--- config.mk ---
export PLATFORM = sky130hd
export DESIGN_NAME = nap_perm
export DESIGN_NICKNAME = d
export VERILOG_FILES = /design/src/rtl/core/nap_pkg.sv /design/src/rtl/core/nap_perm.sv
export SDC_FILE = /design/constraint.sdc
export NUM_CORES = 1
export LEC_CHECK = 0
export ABC_AREA = 0
export BUFFER_PORTS_ARGS = -buffer_cell sky130_fd_sc_hd__buf_2
export CORE_ASPECT_RATIO = 0.6
export CORE_MARGIN = 1.5
export CORE_UTILIZATION = 49
export DETAILED_ROUTE_END_ITERATION = 10
export GPL_TIMING_DRIVEN = 0
export PLACE_DENSITY = 0.8
export SETUP_SLACK_MARGIN = 0.15
export SYNTH_ARGS = -nofsm -noshare
export SYNTH_HDL_FRONTEND = slang
export SYNTH_SLANG_ARGS = --single-unit
--- constraint.sdc ---
create_clock -name vclk -period 6.15
set_input_delay 0.3075 -clock vclk [all_inputs]
set_output_delay 0.3075 -clock vclk [all_outputs]
set_load 0.01 [all_outputs]
--- src/rtl/core/nap_pkg.sv ---
// ----------------------------------------------------------------------------
// nap_pkg
// Shared types and constants for the negacyclic automorphism permuter.
// ----------------------------------------------------------------------------
package nap_pkg;

  // storage geometry
  localparam int unsigned MaxDegree = 4096;
  localparam int unsigned AddrW     = $clog2(MaxDegree);
  localparam int unsigned CountW    = AddrW + 1;
  localparam int unsigned LgEffW    = $clog2(AddrW + 1);
  localparam int unsigned MinLg     = 2;

  // field widths
  localparam int unsigned LgW      = 4;
  localparam int unsigned CoeffW   = 62;
  localparam int unsigned KW       = 13;
  localparam int unsigned StatusW  = 2;
  localparam int unsigned CfgIdxW  = 2;

  // reset values of the configuration registers
  localparam logic [LgW-1:0]    LgReset  = LgW'(10);
  localparam logic [CoeffW-1:0] ModReset = CoeffW'(12289);
  localparam logic [KW-1:0]     KReset   = KW'(1);

  typedef enum logic [CfgIdxW-1:0] {
    CfgLog2Degree = 2'd0,
    CfgModulus    = 2'd1,
    CfgAutoIndex  = 2'd2
  } cfg_idx_e;

  typedef enum logic [0:0] {
    ReqLoad   = 1'b0,
    ReqUnload = 1'b1
  } req_e;

  typedef enum logic [StatusW-1:0] {
    StOk        = 2'd0,
    StFull      = 2'd1,
    StNotLoaded = 2'd2,
    StRange     = 2'd3
  } status_e;

  typedef struct packed {
    req_e              req_type;
    logic [CoeffW-1:0] coeff_in;
  } req_t;

  typedef struct packed {
    logic [CoeffW-1:0]  coeff_out;
    logic               last_out;
    logic [StatusW-1:0] status;
  } res_t;

  // active configuration as seen by the datapath
  typedef struct packed {
    logic [LgEffW-1:0] lg_eff;
    logic [CountW-1:0] degree;
    logic [CoeffW-1:0] modulus;
    logic [KW-1:0]     auto_index;
  } cfg_t;

  // target slot of one load
  typedef struct packed {
    logic [AddrW-1:0]  pos;
    logic [CoeffW-1:0] value;
  } perm_t;

  // memory port commands
  typedef struct packed {
    logic              we;
    logic [AddrW-1:0]  waddr;
    logic [CoeffW-1:0] wdata;
    logic              re;
    logic [AddrW-1:0]  raddr;
  } mem_cmd_t;

endpackage

--- src/rtl/core/nap_perm.sv ---
// ----------------------------------------------------------------------------
// nap_perm
// Target slot and sign of one load: k*i mod 2N, folded to N, negated mod Q.
// ----------------------------------------------------------------------------
module nap_perm (
  input  nap_pkg::cfg_t                    cfg_i,
  input  logic [nap_pkg::CountW-1:0]       load_count_i,
  input  logic [nap_pkg::CoeffW-1:0]       coeff_i,
  output nap_pkg::perm_t                   perm_o
);
  import nap_pkg::*;

  logic [KW+CountW-1:0] prod_full;
  logic [CountW-1:0]    prod;
  logic [CountW-1:0]    deg_mask;
  logic                 negate;

  // k times index, only the low bits matter for mod 2N
  assign prod_full = {{CountW{1'b0}}, cfg_i.auto_index} * {{KW{1'b0}}, load_count_i};
  assign prod      = prod_full[CountW-1:0];

  // bit log2(N) of the product says the slot wrapped into the negated half
  assign deg_mask = cfg_i.degree - CountW'(1);
  assign negate   = prod[cfg_i.lg_eff];

  assign perm_o.pos   = prod[AddrW-1:0] & deg_mask[AddrW-1:0];
  assign perm_o.value = (negate && (coeff_i != '0)) ? (cfg_i.modulus - coeff_i) : coeff_i;

endmodule

==> impl_metrics.yaml <==
run_status:
  status: "finished with violations"
  failed_checks: "setup timing"
route:
  wl_per_cell_um: 18.86
  dr_total_vias: 9123
  via_per_inst: 5.789
  drt_iter0_markers: 1023
  wl_mm: 29.73
  ant_nets: 0
  drt-pass1-iter-count: 6
  drc: 0
synth:
  synthCells: 1128
  avgSynthCellArea_um2: 6.664
  netlist_area_um2: 7517
  ys_warn_count: 0
  syn-num-nets: 1440
  yosysSeqAreaShare_pct: 0
  synth.distinct_cells: 60
setup_path:
  worst_path_largest_cell_delay_ns: 0.57
  start_kind: "input port"
  required_ns: 5.84
  path_max_fanout: 6
  cp.arrival_ns: 5.88
  cp_top_family: "adder cells"
  worstPathCellList: "buf_12 > nand2_4 > fa_1 > fa_1 > fa_1 > fa_1 > fa_1 > inv_2 > ha_4 > and3_4 > a2111o_1 > a21o_1 > a21oi_2 > xnor2_2 > a21oi_2 > a211oi_2 > buf_4 > o221ai_4 > buf_12 > buf_16 > mux2_4 > buf_6"
  worstSetupPathType: "in -> out"
  crit_path_end_kind: "output pin"
  cp_slowest_cell: "fa_1"
  crit_top_cell: "fa_1"
  critPathBufInv: 6
sta:
  fmax_mhz: 161.6
  hold_viol: 0
  setup_violations: 24
  rsz0062_at_grt: "true"
  slew_headroom_pct: 50.07
  layout_setup_ws_ns: -0.03773
  period_minus_slack_ns: 6.188
  finalCritPeriodShare_pct: 100.6
  slew_violations: 0
  worst_pin_slew_ns: 0.7372
floorplanning:
  die_area_um2: 16120
  fp.dieH_um: 98.94
  die_w_um: 162.9
  core_um2: 14720
  initial_core_util_pct: 51.07
  rows: 34
  design.portCount: 241
clocking:
  holdBufCountCts: 0
grt:
  grt_antenna_before_repair: 1
  first_global_vias: 8220
  grt_max_degree: 14
  grt_pass1_wl_mm: 45.03
  grt_use_total_pct: 35.72
  gr-total-overflow: 0
place:
  dp_slack_ns: -0.7993
  hpwl_mm: 24.65
  place_inst: 1559
  portBuffers: 233
  gp_congestion: 1.010
cells_and_area:
  layout_commonest_cell: "buf_2"
  nClkBuffers: 0
  seq_area_um2: 0
  final_cells: 1576
  final_cell_mix: "buf_2 (219), inv_1 (154), nand2_1 (153), ha_1 (93), a21oi_1 (81)"
  fin_nets: 1691
  area_growth_syn_to_layout_pct: 31.32
  seq_cell_count: 0
  drive_gt1_share_pct: 26.80
power:
  pwr_density_cell_nw_per_um2: 329.7
  ir_drop_mv: 0.2498
  leakagePower_nw: 5.047
min_path:
  min_path_type: "in -> out"
job:
  maxCapViolCount: 0
## layer usage
metal / part of all wire (%) / GRT usage (%) / vias up / routed length (um)
met4: 1.3 / 3.599 / 0 / 380
met5: 0 / 0 / - / 0
met3: 13 / 6.734 / 31 / 3831
met2: 40 / 49.75 / 538 / 11760
li1: - / - / 4343 / -
met1: 46 / 57.14 / 4211 / 13760
## cell families (layout without fill, tap and decap cells)
group | Yosys count | count (layout) | share of synthesized area, %
AO/OA/AOI/OAI | 300 | 301 | 24.42
other | 0 | 1 | 0
buffers and inverters | 210 | 458 | 11.00
AND/OR/NAND/NOR | 373 | 373 | 23.00
adder cells (fa/ha/maj) | 145 | 145 | 29.03
multiplexers | 9 | 9 | 1.764
XOR/XNOR | 91 | 91 | 10.79
## cell type report
cell class / instances / area [um^2]
inverter: 156 / 585.6
multi-input combinational: 919 / 7112
timing repair buffer: 254 / 1589
tap: 198 / 247.7
fill: 1381 / 4847
antenna: 1 / 2.502
buffer: 48 / 335.3
## where the power goes
group / internal, mW / switching (mW) / total (mW)
Sequential: 0 / 0 / 0
Clock: 0.0000000217 / 0 / 0.0000000217
Combinational: 1.50 / 1.76 / 3.26
Total: 1.50 / 1.76 / 3.26
## worst min-delay path: cells and delay by family
family / cells / cell delay, ns
buffers and inverters: 2 / 0.23
XOR/XNOR: 1 / 0.06
## per-stage QoR
step | hold WS, ns | power [mW] | utilization [%] | instance area, um^2 | TNS (ns)
6_report | 0.9010 | 3.255 | 67.07 | 9872 | -0.5072
5_1_grt | 0.9229 | 3.490 | 67.07 | 9872 | -6.126
4_1_cts | 0.9003 | 2.791 | 63.33 | 9321 | 0
3_5_place_dp | 0.8991 | 2.397 | 60.78 | 8946 | -37.56
3_3_place_gp | 0.8972 | 2.361 | 60.78 | 8946 | -31.04
2_1_floorplan | 0.6625 | 1.593 | - | 7532 | 0
## what timing repair did
item | CTS | global route
buffers inserted | 7 | 10
gates resized for setup | 65 | 117
setup endpoints to repair | 62 | 62
pin swaps | 15 | 47
gates cloned | 3 | 2
## final timing paths
kind / start / end / cells past startpoint
worst min-delay path: coeff_i[61] / perm_o[61] / 3
worst max-delay path: cfg_i[6] / perm_o[15] / 22
## Yosys cell counts, drive strengths merged, types with 5 or more instances
cell type,number,area [um^2]
nand2b,8,50.05
a211oi,6,45.04
ha,96,1201
a21o,35,262.8
o21bai,17,127.6
inv,156,585.6
nand3,8,40.04
fa,49,980.9
mux2,6,90.09
o31ai,6,45.04
or3,13,81.33
or4,5,37.54
a21oi,85,432.9
o211ai,5,37.54
nor3,14,75.07
nand2,185,694.4
o21a,7,52.55
xnor2,50,437.9
nor2b,8,50.05
and2,26,162.7
buf,11,80.07
o21ai,99,499.2
nor2,53,198.9
nand4,24,150.1
a31oi,15,100.1
nor4,16,100.1
xor2,40,350.3
and3,7,43.79
clkbuf,43,161.4
Note: power is estimated with default switching activity, not from simulation.
