<file path="src/rtl/core/nap_pkg.sv">
// ----------------------------------------------------------------------------
// nap_pkg
// Shared types and constants for the negacyclic automorphism permuter.
// ----------------------------------------------------------------------------
package nap_pkg;

  // storage geometry
  localparam int unsigned MaxDegree = 4096;
  localparam int unsigned AddrW     = $clog2(MaxDegree);
  localparam int unsigned CountW    = AddrW + 1;
  localparam int unsigned LgEffW    = $clog2(AddrW + 1);
  localparam int unsigned MinLg     = 2;

  // field widths
  localparam int unsigned LgW      = 4;
  localparam int unsigned CoeffW   = 62;
  localparam int unsigned KW       = 13;
  localparam int unsigned StatusW  = 2;
  localparam int unsigned CfgIdxW  = 2;

  // reset values of the configuration registers
  localparam logic [LgW-1:0]    LgReset  = LgW'(10);
  localparam logic [CoeffW-1:0] ModReset = CoeffW'(12289);
  localparam logic [KW-1:0]     KReset   = KW'(1);

  typedef enum logic [CfgIdxW-1:0] {
    CfgLog2Degree = 2'd0,
    CfgModulus    = 2'd1,
    CfgAutoIndex  = 2'd2
  } cfg_idx_e;

  typedef enum logic [0:0] {
    ReqLoad   = 1'b0,
    ReqUnload = 1'b1
  } req_e;

  typedef enum logic [StatusW-1:0] {
    StOk        = 2'd0,
    StFull      = 2'd1,
    StNotLoaded = 2'd2,
    StRange     = 2'd3
  } status_e;

  typedef struct packed {
    req_e              req_type;
    logic [CoeffW-1:0] coeff_in;
  } req_t;

  typedef struct packed {
    logic [CoeffW-1:0]  coeff_out;
    logic               last_out;
    logic [StatusW-1:0] status;
  } res_t;

  // active configuration as seen by the datapath
  typedef struct packed {
    logic [LgEffW-1:0] lg_eff;
    logic [CountW-1:0] degree;
    logic [CoeffW-1:0] modulus;
    logic [KW-1:0]     auto_index;
  } cfg_t;

  // target slot of one load
  typedef struct packed {
    logic [AddrW-1:0]  pos;
    logic [CoeffW-1:0] value;
  } perm_t;

  // memory port commands
  typedef struct packed {
    logic              we;
    logic [AddrW-1:0]  waddr;
    logic [CoeffW-1:0] wdata;
    logic              re;
    logic [AddrW-1:0]  raddr;
  } mem_cmd_t;

endpackage

</file>
<file path="src/rtl/core/nap_ctrl.sv">
// ----------------------------------------------------------------------------
// nap_ctrl
// Configuration registers, frame counters, request decode and result stage.
// ----------------------------------------------------------------------------
module nap_ctrl (
  input  logic                         clk_i,
  input  logic                         rst_ni,
  input  logic                         start_i,
  input  nap_pkg::req_t                req_i,
  output logic                         busy_o,
  output logic                         done_o,
  output nap_pkg::res_t                res_o,
  input  logic                         cfg_we_i,
  input  logic [nap_pkg::CfgIdxW-1:0]  cfg_idx_i,
  input  logic [nap_pkg::CoeffW-1:0]   cfg_data_i,
  output nap_pkg::cfg_t                cfg_o,
  output logic [nap_pkg::CountW-1:0]   load_count_o,
  input  nap_pkg::perm_t               perm_i,
  output nap_pkg::mem_cmd_t            mem_cmd_o,
  input  logic [nap_pkg::CoeffW-1:0]   mem_rdata_i
);
  import nap_pkg::*;

  logic [LgW-1:0]    lg_q;
  logic [CoeffW-1:0] mod_q;
  logic [KW-1:0]     k_q;
  logic [CountW-1:0] load_count_q, load_count_d;
  logic [CountW-1:0] unload_count_q, unload_count_d;
  logic              full_q, full_d;
  logic              done_q;
  logic              unload_q, unload_d;
  logic              last_q, last_d;
  status_e           status_q, status_d;

  logic [LgEffW-1:0] lg_eff;
  logic [CountW-1:0] degree;
  logic              accept;
  logic              cfg_hit;
  logic              load_ok;
  logic              unload_ok;

  // clamp the degree to the supported range
  always_comb begin
    if (int'(lg_q) < int'(MinLg)) begin
      lg_eff = LgEffW'(MinLg);
    end else if (int'(lg_q) > int'(AddrW)) begin
      lg_eff = LgEffW'(AddrW);
    end else begin
      lg_eff = LgEffW'(lg_q);
    end
  end

  assign degree = CountW'(1) << lg_eff;

  assign cfg_o.lg_eff     = lg_eff;
  assign cfg_o.degree     = degree;
  assign cfg_o.modulus    = mod_q;
  assign cfg_o.auto_index = k_q;
  assign load_count_o     = load_count_q;

  // one request per cycle, writes land before any later read
  assign busy_o = 1'b0;
  assign accept = start_i && !busy_o;

  // register writes to a known index restart the frame
  always_comb begin
    unique case (cfg_idx_i)
      CfgLog2Degree, CfgModulus, CfgAutoIndex: cfg_hit = cfg_we_i;
      default:                                 cfg_hit = 1'b0;
    endcase
  end

  always_ff @(posedge clk_i or negedge rst_ni) begin
    if (!rst_ni) begin
      lg_q  <= LgReset;
      mod_q <= ModReset;
      k_q   <= KReset;
    end else if (cfg_we_i) begin
      unique case (cfg_idx_i)
        CfgLog2Degree: lg_q  <= cfg_data_i[LgW-1:0];
        CfgModulus:    mod_q <= cfg_data_i;
        CfgAutoIndex:  k_q   <= cfg_data_i[KW-1:0];
        default:       ;
      endcase
    end
  end

  // request decode
  always_comb begin
    load_ok        = 1'b0;
    unload_ok      = 1'b0;
    load_count_d   = load_count_q;
    unload_count_d = unload_count_q;
    full_d         = full_q;
    unload_d       = 1'b0;
    last_d         = 1'b0;
    status_d       = StOk;
    if (accept) begin
      unique case (req_i.req_type)
        ReqLoad: begin
          priority if (full_q || (load_count_q >= degree)) begin
            status_d = StFull;
          end else if (req_i.coeff_in >= mod_q) begin
            status_d = StRange;
          end else begin
            load_ok      = 1'b1;
            load_count_d = load_count_q + CountW'(1);
            if (load_count_d >= degree) begin
              full_d         = 1'b1;
              unload_count_d = '0;
            end
          end
        end
        ReqUnload: begin
          if (!full_q || (unload_count_q >= degree)) begin
            status_d = StNotLoaded;
          end else begin
            unload_ok      = 1'b1;
            unload_d       = 1'b1;
            last_d         = (unload_count_q == (degree - CountW'(1)));
            unload_count_d = unload_count_q + CountW'(1);
            if (unload_count_d >= degree) begin
              full_d         = 1'b0;
              load_count_d   = '0;
              unload_count_d = '0;
            end
          end
        end
        default: ;
      endcase
    end
    if (cfg_hit) begin
      load_count_d   = '0;
      unload_count_d = '0;
      full_d         = 1'b0;
    end
  end

  // memory commands
  assign mem_cmd_o.we    = load_ok;
  assign mem_cmd_o.waddr = perm_i.pos;
  assign mem_cmd_o.wdata = perm_i.value;
  assign mem_cmd_o.re    = unload_ok;
  assign mem_cmd_o.raddr = unload_count_q[AddrW-1:0];

  // frame state and result stage
  always_ff @(posedge clk_i or negedge rst_ni) begin
    if (!rst_ni) begin
      load_count_q   <= '0;
      unload_count_q <= '0;
      full_q         <= 1'b0;
      done_q         <= 1'b0;
      unload_q       <= 1'b0;
      last_q         <= 1'b0;
      status_q       <= StOk;
    end else begin
      load_count_q   <= load_count_d;
      unload_count_q <= unload_count_d;
      full_q         <= full_d;
      done_q         <= accept;
      unload_q       <= unload_d;
      last_q         <= last_d;
      status_q       <= status_d;
    end
  end

  assign done_o          = done_q;
  assign res_o.coeff_out = unload_q ? mem_rdata_i : '0;
  assign res_o.last_out  = last_q;
  assign res_o.status    = status_q;

`ifndef ASSERT_OFF
  // a full buffer holds exactly one frame of loads
  a_full_count : assert property (@(posedge clk_i) disable iff (!rst_ni)
    full_q |-> (load_count_q == degree))
    else $error("buffer full without a complete frame");

  // unloading only progresses inside a full frame
  a_unload_idle : assert property (@(posedge clk_i) disable iff (!rst_ni)
    !full_q |-> (unload_count_q == '0))
    else $error("unload count moved outside a full frame");

  // every request gets its result in the next cycle
  a_one_result : assert property (@(posedge clk_i) disable iff (!rst_ni)
    accept |=> done_o)
    else $error("request lost its result");

  // the last marker only comes with a good unload
  a_last_ok : assert property (@(posedge clk_i) disable iff (!rst_ni)
    (done_o && res_o.last_out) |-> (unload_q && (res_o.status == StOk)))
    else $error("last marker on a refused request");
`endif

endmodule

</file>
<file path="config.mk">
export PLATFORM = sky130hd
export DESIGN_NAME = nap_ctrl
export DESIGN_NICKNAME = d
export VERILOG_FILES = /design/src/rtl/core/nap_pkg.sv /design/src/rtl/core/nap_ctrl.sv
export SDC_FILE = /design/constraint.sdc
export NUM_CORES = 1
export LEC_CHECK = 0
export ABC_AREA = 1
export ABC_CLOCK_PERIOD_IN_PS = 3800
export BUFFER_PORTS_ARGS = -buffer_cell sky130_fd_sc_hd__buf_4
export CAP_MARGIN = 20
export CORE_AREA = 5 5 202 204
export CTS_BUF_LIST = sky130_fd_sc_hd__clkbuf_16
export DETAILED_ROUTE_END_ITERATION = 7
export DIE_AREA = 0 0 207 209
export GPL_TIMING_DRIVEN = 0
export PLACE_DENSITY = 0.58
export SLEW_MARGIN = 20
export SYNTH_ARGS = -nofsm -noshare
export SYNTH_HDL_FRONTEND = slang
export SYNTH_SLANG_ARGS = --single-unit
</file>
<file path="constraint.sdc">
create_clock -name clk_i -period 3.8 [get_ports clk_i]
set_clock_uncertainty 0.05 [all_clocks]
set_input_delay 0.76 -clock clk_i [delete_from_list [all_inputs] [get_ports clk_i]]
set_output_delay 0.76 -clock clk_i [all_outputs]
set_load 0.02 [all_outputs]
</file>
==> results.sh <==
export IMPL_syn_area_um2=9710
export IMPL_setup_viol=1
export IMPL_ant_nets=0
export IMPL_fin_area_um2=14800
export IMPL_reg2reg_depth=27
export IMPL_synth_edf_count=0
export IMPL_hold_buffers=0
export IMPL_r2r_setup_slack_ns=0.16
export IMPL_cp_arrival_ns=3.00
export IMPL_synth_xor_area_share_pct=2.44
export IMPL_antenna_found_initial=1
export IMPL_die_y_um=209
export IMPL_r2r_end="status_q[0]$_DFF_PN0_"
export IMPL_relSlewSlack_pct=45.2
export IMPL_grt_start_max_net_pins=84
export IMPL_seq_area_frac_synth_pct=28.7
export IMPL_peakVddDrop_mv=0.225
export IMPL_drive_gt1_share_pct=38.8
export IMPL_hold_path_class="primary input to asynchronous set/reset pin"
export IMPL_fmax_mhz=263
export IMPL_violations="negative setup slack"
export IMPL_drc=0
export IMPL_status="complete, but fails checks"
export IMPL_grt_pass1_wl_mm=64.1
export IMPL_r2r_start="lg_q[3]$_DFFE_PN1P_"
export IMPL_wl_mm=42.8
export IMPL_grt_pass1_vias=10300
export IMPL_synth_top_area_cell="dfrtp_1"
export IMPL_n_antenna_cell=0
export IMPL_ctsRootBufferMaster="clkbuf_16"
export IMPL_die_w_um=207
export IMPL_synth_seq_cells=111
export IMPL_worst_pin_slew_ns=0.822
export IMPL_cts_buffer_depth=2
export IMPL_synth_adder_area_share_pct=15.1
export IMPL_synth_simple_area_share_pct=25.8
export IMPL_synth_compound_area_share_pct=9.28
export IMPL_place_port_buffers=449
export IMPL_crit_required_ns=2.99
export IMPL_synthArstFlopShare_pct=100
export IMPL_drt_initial_drc_count=562
export IMPL_io_pin_count=527
export IMPL_rsz0062_at_grt="yes"
export IMPL_coreArea_um2=39100
export IMPL_nets=2242
export IMPL_maxCapViolCount=0
export IMPL_gp_congestion=0.935
export IMPL_clk_latency_ns=0.39
export IMPL_fin_ws_ns=-0.00858
export IMPL_end_kind="output port"
export IMPL_dieArea_um2=43300
export IMPL_ys_warn_count=0
export IMPL_syn_area_per_cell_um2=7.20
export IMPL_place_ws_ns=-0.283
export IMPL_start_util_pct=24.8
export IMPL_htree_levels=3
export IMPL_hold_viol=0
export IMPL_drv_slew=0
export IMPL_area_growth_pct=52.5
export IMPL_worst_path_max_fanout=4
export IMPL_synth_area_mux_share_pct=0
export IMPL_vias_per_cell=4.31
export IMPL_netlist_area_leader_share_pct=27.1
export IMPL_synth_area_top_cells="dfrtp_1, ha_1, nand2_1, inv_1, buf_4"
export IMPL_clock_sinks=111
export IMPL_place_hpwl_mm=36.1
export IMPL_drtPass1Iterations=5
export IMPL_num_vias=10300
export IMPL_path_clk_slew_ns=0.09
export IMPL_rows=73
export IMPL_p_leak_nw=8.60
export IMPL_startpoint_type="register"
export IMPL_wl_per_cell_um=17.9
export IMPL_path_class="register to output port"
export IMPL_place_area_um2=13800
export IMPL_p_per_area_nw_per_um2=361
export IMPL_syn_inst=1348
export IMPL_numCtsBuffers=9
export IMPL_overflow=0
export IMPL_synthDistinctLibCells=46
export IMPL_fin_crit_sh_pct=100
export IMPL_grt_use_total_pct=19.1
export IMPL_ys_flop_type="dfrtp_1"
export IMPL_cts_tree="built"
export IMPL_synth_top_family_by_area="simple AND/OR/NAND/NOR gates"
export IMPL_min_period_ns=3.81
[cell usage in the layout, fill, tap and decap left out, types with 14 or more instances in the layout]
cell type / Yosys / final
nand2_2: 23 / 22
a21oi_1: 96 / 95
ha_1: 117 / 106
inv_1: 234 / 229
nand3_1: 25 / 24
nor2_1: 117 / 111
clkbuf_1: 25 / 25
dfrtp_1: 105 / 103
o21ai_0: 39 / 39
buf_4: 94 / 575
nor3_1: 15 / 14
o21ai_2: 15 / 15
nand4_1: 32 / 32
nand2_1: 299 / 288
xor2_1: 26 / 26
[per-stage QoR]
| stage | utilization [%] | hold slack (ns) | std cells | power (W) | setup TNS (ns) |
|---|---|---|---|---|---|
| after global routing | 37.9 | 0.170 | 2388 | 0.00574 | -0.407 |
| after global placement | 35.2 | 0.425 | 2333 | 0.00401 | -0.606 |
| after CTS | 37.6 | 0.156 | 2381 | 0.00536 | -0.180 |
| final | 37.9 | 0.172 | 2388 | 0.00535 | -0.00858 |
| after floorplan | - | 0.412 | 1359 | 0.00299 | 0 |
| after detailed placement | 35.3 | 0.425 | 2334 | 0.00404 | -0.539 |
[where the power goes]
| part | switching (W) | internal (W) |
|---|---|---|
| combinational | 0.00162 | 0.00122 |
| clock | 0.000547 | 0.000462 |
| sequential | 0.000147 | 0.00135 |
| total | 0.00231 | 0.00304 |
[routing by layer]
metal	share of wire (%)	track usage (%)	wire length, um	vias to the layer above
li1	-	-	-	5154
met1	43	24.4	18500	4761
met2	49	32.8	20900	350
met3	6.3	4.46	2690	32
met4	1.6	4.22	699	2
met5	0.030	0	13	-
[worst max-delay path by stage]
stage | start | to | slack (ns) | depth (start not counted)
finish | lg_q[3]$_DFFE_PN1P_ | mem_cmd_o[12] | -0.009 | 18
global route | lg_q[3]$_DFFE_PN1P_ | mem_cmd_o[12] | -0.20 | 18
CTS | lg_q[3]$_DFFE_PN1P_ | mem_cmd_o[87] | -0.11 | 17
detailed placement | lg_q[3]$_DFFE_PN1P_ | mem_cmd_o[12] | -0.28 | 18
global placement | lg_q[2]$_DFFE_PN0P_ | mem_cmd_o[12] | -0.33 | 18
floorplan | lg_q[2]$_DFFE_PN0P_ | mem_cmd_o[12] | 0.35 | 17
[sequential cells by signal (all words and copies together) (netlist names)]
name / cells
k_q: 13
unload_q: 1
lg_q: 4
done_o: 1
load_count_o: 13
last_q: 1
full_q: 1
status_q: 2
mod_q: 62
unload_count_q: 13
[Yosys cell counts, types with 5 or more instances]
cell      count
nand3_1      25
buf_4        94
o21ai_0      39
nor2_1      117
nand4_1      32
nor3_1       15
xor2_1       26
dfrtp_1     105
nor4_1       13
inv_2        13
nand2_2      23
inv_1       234
o21ai_2      15
clkbuf_1     25
a21o_1        5
nand2_1     299
dfstp_2       6
a21oi_1      96
ha_1        117
[area by class of cell]
type | count | area (um2)
sequential | 111 | 2790
clock buffer | 9 | 225
timing repair buffer | 489 | 3730
inverter | 247 | 948
tap | 525 | 657
multi-input combinational | 875 | 5500
buffer | 125 | 886
clock inverter | 7 | 71.3
fill | 4153 | 24300
[timing repair]
item,4_1_cts,5_1_grt
setup buffers,33,9
resized for setup,66,12
endpoints found under the setup margin,2,17
pin swaps,19,19
cloned,0,0
[critical path, stage by stage, from the launching register on]
cell and delay (ns):
dfstp_2 0.67, nand2_8 0.09, inv_6 0.07, nor2_4 0.05
nand2_4 0.12, nand2_4 0.07, inv_6 0.09, nand2_8 0.07
ha_1 0.33, nand2_1 0.07, nand2_1 0.04, nand2_1 0.05
a21oi_1 0.06, nor2_1 0.09, nand4_1 0.11, or2_4 0.26
nor2_4 0.11, buf_4 0.12, buf_4 0.12
[cell families after synthesis]
kind of cell / Yosys count
AND/OR/NAND/NOR: 554
buffers and inverters: 373
XOR/XNOR: 27
AO/OA/AOI/OAI: 164
flip-flops: 111
adder cells (fa/ha/maj): 117
other: 2
Power figures use the tool's default switching activity.
