**src/rtl/core/nap_ram.sv**
```systemverilog
// ----------------------------------------------------------------------------
// nap_ram
// Generic simple dual-port RAM, one write and one registered read port.
// ----------------------------------------------------------------------------
module nap_ram #(
  parameter int unsigned Width = 8,
  parameter int unsigned Depth = 16
) (
  input  logic                     clk_i,
  input  logic                     we_i,
  input  logic [$clog2(Depth)-1:0] waddr_i,
  input  logic [Width-1:0]         wdata_i,
  input  logic                     re_i,
  input  logic [$clog2(Depth)-1:0] raddr_i,
  output logic [Width-1:0]         rdata_o
);

  logic [Width-1:0] mem_q [Depth];
  logic [Width-1:0] rdata_q;

  // write port
  always_ff @(posedge clk_i) begin
    if (we_i) begin
      mem_q[waddr_i] <= wdata_i;
    end
  end

  // registered read port
  always_ff @(posedge clk_i) begin
    if (re_i) begin
      rdata_q <= mem_q[raddr_i];
    end
  end

  assign rdata_o = rdata_q;

endmodule

```
**config.mk**
```make
export PLATFORM = sky130hd
export DESIGN_NAME = nap_ram
export DESIGN_NICKNAME = d
export VERILOG_FILES = /design/src/rtl/core/nap_ram.sv
export SDC_FILE = /design/constraint.sdc
export NUM_CORES = 1
export LEC_CHECK = 0
export BUFFER_PORTS_ARGS = -buffer_cell sky130_fd_sc_hd__buf_2
export CAP_MARGIN = 20
export CORE_MARGIN = 2
export CORE_UTILIZATION = 29
export DETAILED_ROUTE_END_ITERATION = 12
export PLACE_DENSITY = 0.42
export RECOVER_POWER = 100
export SLEW_MARGIN = 20
export SYNTH_ARGS = -nofsm -noshare
export SYNTH_HDL_FRONTEND = slang
export SYNTH_SLANG_ARGS = --single-unit
```
**constraint.sdc**
```tcl
create_clock -name clk_i -period 1.5 [get_ports clk_i]
set_input_delay 0.075 -clock clk_i [delete_from_list [all_inputs] [get_ports clk_i]]
set_output_delay 0.075 -clock clk_i [all_outputs]
set_load 0.1 [all_outputs]
```
==> results.toml, run 1 <==
[timing]
clock.fmax_ghz = 0.6931
finalHoldViolCount = 0
setup-violations-final = 0
fin_crit_ps = 1443
slew_headroom = 0.4302
slew_violations = 0
tightestPinTransition_ps = 851.5
finalSetupTns_ps = 0
finalCritPeriodShare = 0.9619
skew_ps = 5.466
grt_setup_unrepaired = "false"
worst_slack_ps = 57.22

[clocking]
clk_latency_ps = 410
cts_setup_buffers = 0
htreeDepth = 4
clockRootBuffer = "clkbuf_16"
clock_path_buffers = 2
cts-buffers-inserted = 17
cts.reportedPaths.clkPinSlew_ps = 50
tritoncts = "yes"
cts_sinks = 136

[worst_setup_path]
path_cells = "mux4_2 > a22oi_1 > nand2_1"
critical-path-slowest-cell = "mux4_2"
r2r_end = "rdata_o[7]$_DFFE_PP_"
worst-path-max-fanout = 1
crit_type = "reg2reg"
startpoint = "mem_q[11][7]$_DFFE_PP_"
regToRegSetupSlack_ps = 60
slowest_delay_ps = 470
end_kind = "register"
r2r_cells = 3
regToRegStartpoint = "mem_q[11][7]$_DFFE_PP_"
worstPathArrival_ps = 1590
startpoint_type = "register"
cp.required_ps = 1650

[placement]
hpwl_mm = 7.257
place_inst = 498
place_ws_ps = -190.8
place_congestion = 0.7019
io_buffers = 26

[cells_and_area]
fill_cells = 1691
drive_gt1_frac = 0.2392
final_util = 0.3480
area_delta_synth_final_pct = 18.76
multiInputGateArea_um2 = 1065
nNetsFinal = 307
final_cells = 531
regArea_um2 = 4084

[grt]
grt_pass1_vias = 2567
grt-ovfl-total = 0
antenna_found_initial = 1
grt_usage = 0.1244
grt_pass1_wl_mm = 16.80
grt_max_degree = 19

[logic_synthesis]
yosysTopAreaCell = "edfxtp_1"
synth_top_family_by_area = "multiplexers"
ys_seq_area_frac = 0.7812
synth_fp_nets = 248
synth_simple_gate_area_frac = 0.03135
ys_ff_latch = 136
avgSynthCellArea_um2 = 22.83
synth_xor_area_frac = 0
synth_compound_area_frac = 0.02298
yosys.area_share.adder = 0
ys_types = 18
synth_top_cell_area_share = 0.7812
synthesis.area_um2 = 5228
synth_mux_area_frac = 0.1479
synthCells = 229
yosys-top-cells-area = "edfxtp_1, mux4_2, mux4_1, a22oi_1, nor2_1"
ys_warn_count = 0

[hold_path]
min_from = "wdata_i[6]"
worstHoldPathCells = 1
min_to = "mem_q[12][6]$_DFFE_PP_"
hp-class = "in2reg"

[die]
die_w_um = 138.3
rows = 49
start_util = 0.2930
die_area_um2 = 19120
io_pins = 27
die_height_um = 138.3
core-area_um2 = 17840

[power]
p_total_uw = 8318
leakage_uw = 0.001987
peakVddDrop_mv = 0.7981
power_frac_comb = 0.065
p_int_uw = 6512
p_per_area_nw_per_um2 = 1340
sw_frac_of_total = 0.2171
clkPwrFrac = 0.417
sequentialPowerShare = 0.518
p_switching_uw = 1806

[outcome]
status = "completed"

[drt]
dr.pass1.iters = 4
wirelength_mm = 11.13
detail-route-antenna-nets = 0
drtIter0Drc = 231
drc_errors = 0
vias = 2447
vias_per_cell = 4.608
route.detailed.wl_per_inst_um = 20.97

[job]
maxCapViolations = 0
==> worst max-delay path: cells and delay by family, from the launching register on <==
family	cells	cell delay (ps)
AO/OA/AOI/OAI	1	250
flip-flops	1	360
AND/OR/NAND/NOR	1	90
multiplexers	1	470
==> routing by layer <==
| layer | track usage | vias to the layer above | wire [um] |
|---|---|---|---|
| met3 | 0.04295 | 9 | 445 |
| met4 | 0.04350 | 0 | 114 |
| li1 | - | 1098 | - |
| met5 | 0 | - | 0 |
| met2 | 0.1845 | 61 | 5221 |
| met1 | 0.1717 | 1279 | 5351 |
==> Yosys cell counts <==
cell type / n
nor2_1: 13
nor3_1: 4
nand2b_1: 2
buf_6: 3
clkdlybuf4s25_2: 3
and2_1: 1
mux4_2: 18
mux4_1: 14
nand3_1: 1
buf_4: 1
nand2_1: 9
and2b_1: 1
or3b_2: 1
nand3b_1: 2
nor2b_1: 1
edfxtp_1: 136
a22oi_1: 16
buf_2: 3
==> flip-flops by register name, indices dropped and copies added, names as in the netlist <==
signal,flops
mem_q,128
rdata_o,8
==> cell type report <==
cell class / instances / share of cell area
clock buffer: 19 / 0.06973
clock inverter: 13 / 0.01028
sequential: 136 / 0.6578
multi-input combinational: 83 / 0.1715
timing repair buffer: 50 / 0.04414
tap: 229 / 0.04615
antenna: 1 / 0.0004031
==> logic make-up (layout without fill, tap and decap cells) <==
| logic type | after synthesis | count (layout) |
|---|---|---|
| AOI/OAI and AO/OA | 16 | 16 |
| other | 0 | 1 |
| muxes | 32 | 32 |
| DFF | 136 | 136 |
| and+or+nand+nor | 35 | 35 |
| buffers and inverters | 10 | 82 |
==> layout by cell type, fill, tap and decap left out, drive strengths merged <==
cell type / instances
nand2b: 2
and2: 1
clkinv: 11
or3b: 1
nor2: 13
diode: 1
nor3: 4
nor2b: 1
buf: 15
edfxtp: 136
nand3b: 2
clkinvlp: 2
a22oi: 16
and2b: 1
nand3: 1
mux4: 32
clkbuf: 54
nand2: 9
==> what timing repair did <==
action,in CTS,in global routing
resized for setup,3,2
hold buffers,0,0
cloned,0,0
pin swaps,0,1
setup endpoints to repair,2,3
==> metrics by stage <==
| step | instance area [um2] | hold slack [ps] |
|---|---|---|
| 6_report | 6208 | 176.5 |
| 3_3_place_gp | 5781 | 471.1 |
| 5_1_grt | 6206 | 216.0 |
| 4_1_cts | 6284 | 41.03 |
| 3_5_place_dp | 5781 | 481.7 |
| 2_1_floorplan | 5233 | 173.9 |
==> worst max path at each step <==
stage                                end  slack [ps]
floorplan           rdata_o[1]$_DFFE_PP_         140
global placement    rdata_o[2]$_DFFE_PP_        -210
detailed placement  rdata_o[2]$_DFFE_PP_        -190
CTS                 rdata_o[4]$_DFFE_PP_          10
global route        rdata_o[7]$_DFFE_PP_           4
finish              rdata_o[7]$_DFFE_PP_          60
==> power by group through the flow <==
stage | sequential (uW) | clock (uW) | combinational (uW)
finish | 4310 | 3470 | 537
global route | 4320 | 3730 | 579
CTS | 4310 | 3560 | 563
detailed placement | 4390 | 0 | 558
global placement | 4390 | 0 | 553
floorplan | 4510 | 0 | 216
No activity file was read; power rests on OpenSTA's default activity.
==> run 2: changes to the inputs <==
- CORE_ASPECT_RATIO: unset -> 0.6
- PLACE_DENSITY: 0.42 -> 0.41
- clock period: 1.5 -> 1.81 ns (I/O delays scaled with it)
==> results.toml, run 2 (synthesized netlist as in run 1, its figures left out) <==
[worst_setup_path]
worst-path-max-fanout = 1
cp.required_ps = 1960
r2r_cells = 3
path_cells = "mux4_1 > a22oi_1 > nand2_1"
startpoint = "mem_q[9][2]$_DFFE_PP_"
regToRegStartpoint = "mem_q[9][2]$_DFFE_PP_"
regToRegSetupSlack_ps = 310
startpoint_type = "register"
worstPathArrival_ps = 1650
crit_type = "reg2reg"
critical-path-slowest-cell = "mux4_1"
r2r_end = "rdata_o[2]$_DFFE_PP_"
end_kind = "register"
crit_path_end = "rdata_o[2]$_DFFE_PP_"
slowest_delay_ps = 550

[placement]
hpwl_mm = 8.208
io_buffers = 26
placed_area_um2 = 5822
place_congestion = 0.7163

[power]
power_frac_comb = 0.061
leakage_uw = 0.002053
sw_frac_of_total = 0.2170
p_switching_uw = 1618
sequentialPowerShare = 0.480
p_int_uw = 5838
peakVddDrop_mv = 0.4472
clkPwrFrac = 0.459
p_per_area_nw_per_um2 = 1179

[cells_and_area]
final_area_um2 = 6324
diodes = 0
final_common_cell = "edfxtp_1"
layout_common_cells = "edfxtp_1, clkbuf_1, mux4_2, clkbuf_16, a22oi_1"
fill_cells = 1672
top_register = "mem_q"
drive_gt1_frac = 0.2476
nNetsFinal = 314
final_util = 0.3633
area_delta_synth_final_pct = 20.97
largest_reg_flops = 128

[grt]
grt_util_met3 = 0.03094
grt_usage = 0.1352
grt.busiest_layer = "met1"
antenna_found_initial = 0
grt-ovfl-total = 0
grt_pass1_wl_mm = 17.78
grt_max_degree = 17
grt_pass1_vias = 2623
use_met2 = 0.1748
grt_use_met1 = 0.2192

[timing]
skew_ps = 8.849
slew_headroom = 0.4851
fin_crit_ps = 1503
clock.fmax_ghz = 0.6655
finalCritPeriodShare = 0.8302
finalSetupTns_ps = 0
finalHoldViolCount = 0
setup-violations-final = 0
grt_setup_unrepaired = "false"
slew_violations = 0
tightestPinTransition_ps = 772.4

[die]
io_pins = 27
die_w_um = 177.3
core-area_um2 = 17410
die_area_um2 = 19150
start_util = 0.3003
rows = 37
die_height_um = 108.0

[clocking]
tritoncts = "yes"
cts_setup_buffers = 0
hold_buffers = 0
clock_path_buffers = 2
clk_latency_ps = 400
htreeDepth = 4
clockRootBuffer = "clkbuf_16"
post_cts_resized = 0
cts-buffers-inserted = 17
cts.reportedPaths.clkPinSlew_ps = 60
cts_sinks = 136

[hold_path]
worstHoldPathCells = 2
hp-class = "in2reg"

[job]
maxCapViolations = 0

[drt]
detail-route-antenna-nets = 0
drtIter0Drc = 245
wirelength_mm = 12.05
drc_errors = 0
route.detailed.wl_per_inst_um = 22.26
vias_per_cell = 4.749
vias = 2569
dr.pass1.iters = 4

[outcome]
status = "completed"
[run 2: cell count changes in the layout (fill, tap and decap cells not counted), sizes merged]
cell / previous run / this run
clkinv: 11 / 7
inv: 0 / 1
bufinv: 0 / 3
buf: 15 / 20
clkinvlp: 2 / 3
diode: 1 / 0
[run 2: per-stage QoR]
| step | worst slack [ps] | power [uW] | hold WS, ps | cells |
|---|---|---|---|---|
| 2_1_floorplan | 226.6 | 3919 | 189.4 | 229 |
| 3_3_place_gp | 27.90 | 4112 | 495.7 | 510 |
| 3_5_place_dp | 31.47 | 4114 | 500.0 | 510 |
| 4_1_cts | 296.8 | 7537 | 72.83 | 541 |
| 5_1_grt | 204.5 | 7709 | 103.2 | 541 |
| 6_report | 307.3 | 7457 | 108.9 | 541 |
[run 2: power by group through the flow]
stage               combinational (uW)  sequential (uW)  clock (uW)
floorplan                          179             3740           0
global placement                   471             3640           0
detailed placement                 474             3640           0
CTS                                474             3570        3490
global route                       490             3580        3640
finish                             457             3580        3420
[run 2: worst min-delay path by stage]
stage	startpoint	endpoint
after floorplan	wdata_i[0]	mem_q[0][0]$_DFFE_PP_
after global routing	waddr_i[1]	mem_q[4][5]$_DFFE_PP_
final	waddr_i[1]	mem_q[4][5]$_DFFE_PP_
after CTS	wdata_i[4]	mem_q[14][4]$_DFFE_PP_
after global placement	wdata_i[4]	mem_q[13][4]$_DFFE_PP_
after detailed placement	re_i	rdata_o[7]$_DFFE_PP_
[run 2: final cells by class]
| type | instances | area [um2] | share of cell area |
|---|---|---|---|
| sequential | 136 | 4084 | 0.6458 |
| multi-input combinational | 83 | 1057 | 0.1672 |
| clock buffer | 17 | 425.4 | 0.06727 |
| clock inverter | 14 | 157.7 | 0.02493 |
| tap | 234 | 292.8 | 0.04630 |
| timing repair buffer | 57 | 306.5 | 0.04848 |
[run 2: critical path: cells and delay by family, from the launching register on]
family / cells / cell delay (ps)
AO/OA/AOI/OAI: 1 / 290
AND/OR/NAND/NOR: 1 / 70
flip-flops: 1 / 350
multiplexers: 1 / 550
[run 2: metal layers]
layer / wire length, um / part of all wire
met2: 4815 / 0.40
met3: 442 / 0.037
met1: 6714 / 0.56
met5: 0 / 0
met4: 73 / 0.0061
==> run 3: changes to the inputs <==
- clock period: 1.81 -> 1.5 ns (I/O delays scaled with it)
==> results.toml, run 3 (synthesized netlist as in run 1, its figures left out) <==
[outcome]
status = "completed"

[worst_setup_path]
worst-path-max-fanout = 1
worstPathArrival_ps = 1410
startpoint_type = "register"
path_cells = "clkbuf_2"
slowest_delay_ps = 510
end_kind = "output pin"
crit_type = "reg2out"
path_delay_family = "buffers and inverters"
cp.required_ps = 1420
critical-path-slowest-cell = "clkbuf_2"
path_buf_inv = 1

[clocking]
cts_sinks = 136
cts_setup_buffers = 0
clock_path_buffers = 2
htreeDepth = 4
cts.reportedPaths.clkPinSlew_ps = 60
tritoncts = "yes"
clk_latency_ps = 410
clockRootBuffer = "clkbuf_16"
hold_buffers = 0
cts-buffers-inserted = 17

[cells_and_area]
top_register = "mem_q"
final_util = 0.3658
drive_gt1_frac = 0.2419
area_delta_synth_final_pct = 21.80
largest_reg_flops = 128
layout_common_cells = "edfxtp_1, clkbuf_1, mux4_2, clkbuf_16, nor2_1"
nNetsFinal = 316
diodes = 0
final_common_cell = "edfxtp_1"

[timing]
finalCritPeriodShare = 0.9883
skew_ps = 6.699
finalHoldViolCount = 0
clock.fmax_ghz = 0.6746
grt_setup_unrepaired = "false"
tightestPinTransition_ps = 1018
setup-violations-final = 0
slew_headroom = 0.3200
slew_violations = 0
fin_crit_ps = 1482

[grt]
grt_pass1_wl_mm = 17.37
antenna_found_initial = 0
grt-ovfl-total = 0
grt_usage = 0.1335
grt_max_degree = 17
grt_pass1_vias = 2570

[die]
io_pins = 27
die_w_um = 177.3
die_height_um = 108.0
die_area_um2 = 19150
start_util = 0.3003
core-area_um2 = 17410
rows = 37

[power]
p_total_uw = 9104
p_per_area_nw_per_um2 = 1430
leakage_uw = 0.002033
peakVddDrop_mv = 0.7211

[placement]
place_congestion = 0.6753
hpwl_mm = 8.285
io_buffers = 26

[drt]
drtIter0Drc = 230
route.detailed.wl_per_inst_um = 21.78
dr.pass1.iters = 4
drc_errors = 0
wirelength_mm = 11.85
vias_per_cell = 4.631
vias = 2519
detail-route-antenna-nets = 0

[job]
maxCapViolations = 0

[hold_path]
hp-class = "in2reg"
==> run 3: final timing paths <==
path / start / endpoint / slack [ps] / cells past startpoint
worst min register to register: mem_q[14][3]$_DFFE_PP_ / rdata_o[3]$_DFFE_PP_ / 760 / 3
worst max register to register: mem_q[2][0]$_DFFE_PP_ / rdata_o[0]$_DFFE_PP_ / 40 / 3
worst max-delay path: rdata_o[4]$_DFFE_PP_ / rdata_o[4] / 20 / 1
worst min-delay path: wdata_i[4] / mem_q[14][4]$_DFFE_PP_ / 200 / 1
==> run 3: cell type report <==
cell class / instances / area (um2)
Fill cell: 1648 / 11040
Sequential cell: 136 / 4084
Multi-Input combinational cell: 83 / 1075
Clock buffer: 18 / 429.2
Timing Repair Buffer: 59 / 314.1
Tap cell: 234 / 292.8
Clock inverter: 14 / 172.7
==> run 3: routing by layer <==
metal / wire length (um) / global-route usage
met5: 0 / 0
met4: 100 / 0.04567
met3: 488 / 0.03516
met2: 4900 / 0.1793
met1: 6362 / 0.2065
==> run 3: power breakdown <==
part           internal [uW]  total [uW]  switching [uW]
Clock                   2630        4240            1610
Sequential              4280        4310            29.9
Combinational            175         554             378
==> run 3: stage by stage <==
step / cells / hold slack (ps) / setup slack, ps / setup TNS (ps) / area (um2)
2_1_floorplan: 229 / 173.9 / 142.6 / 0 / 5233
3_3_place_gp: 512 / 473.9 / -169.3 / -1110 / 5867
3_5_place_dp: 512 / 477.2 / -134.2 / -950.9 / 5867
4_1_cts: 544 / 40.84 / 31.81 / 0 / 6474
5_1_grt: 544 / 204.4 / 5.807 / 0 / 6367
6_report: 544 / 204.8 / 17.55 / 0 / 6367
==> run 3: what timing repair did <==
item	CTS	global route
setup endpoints to repair	1	4
resized for setup	1	6
pin swaps	0	0
endpoints found under the hold margin	0	0
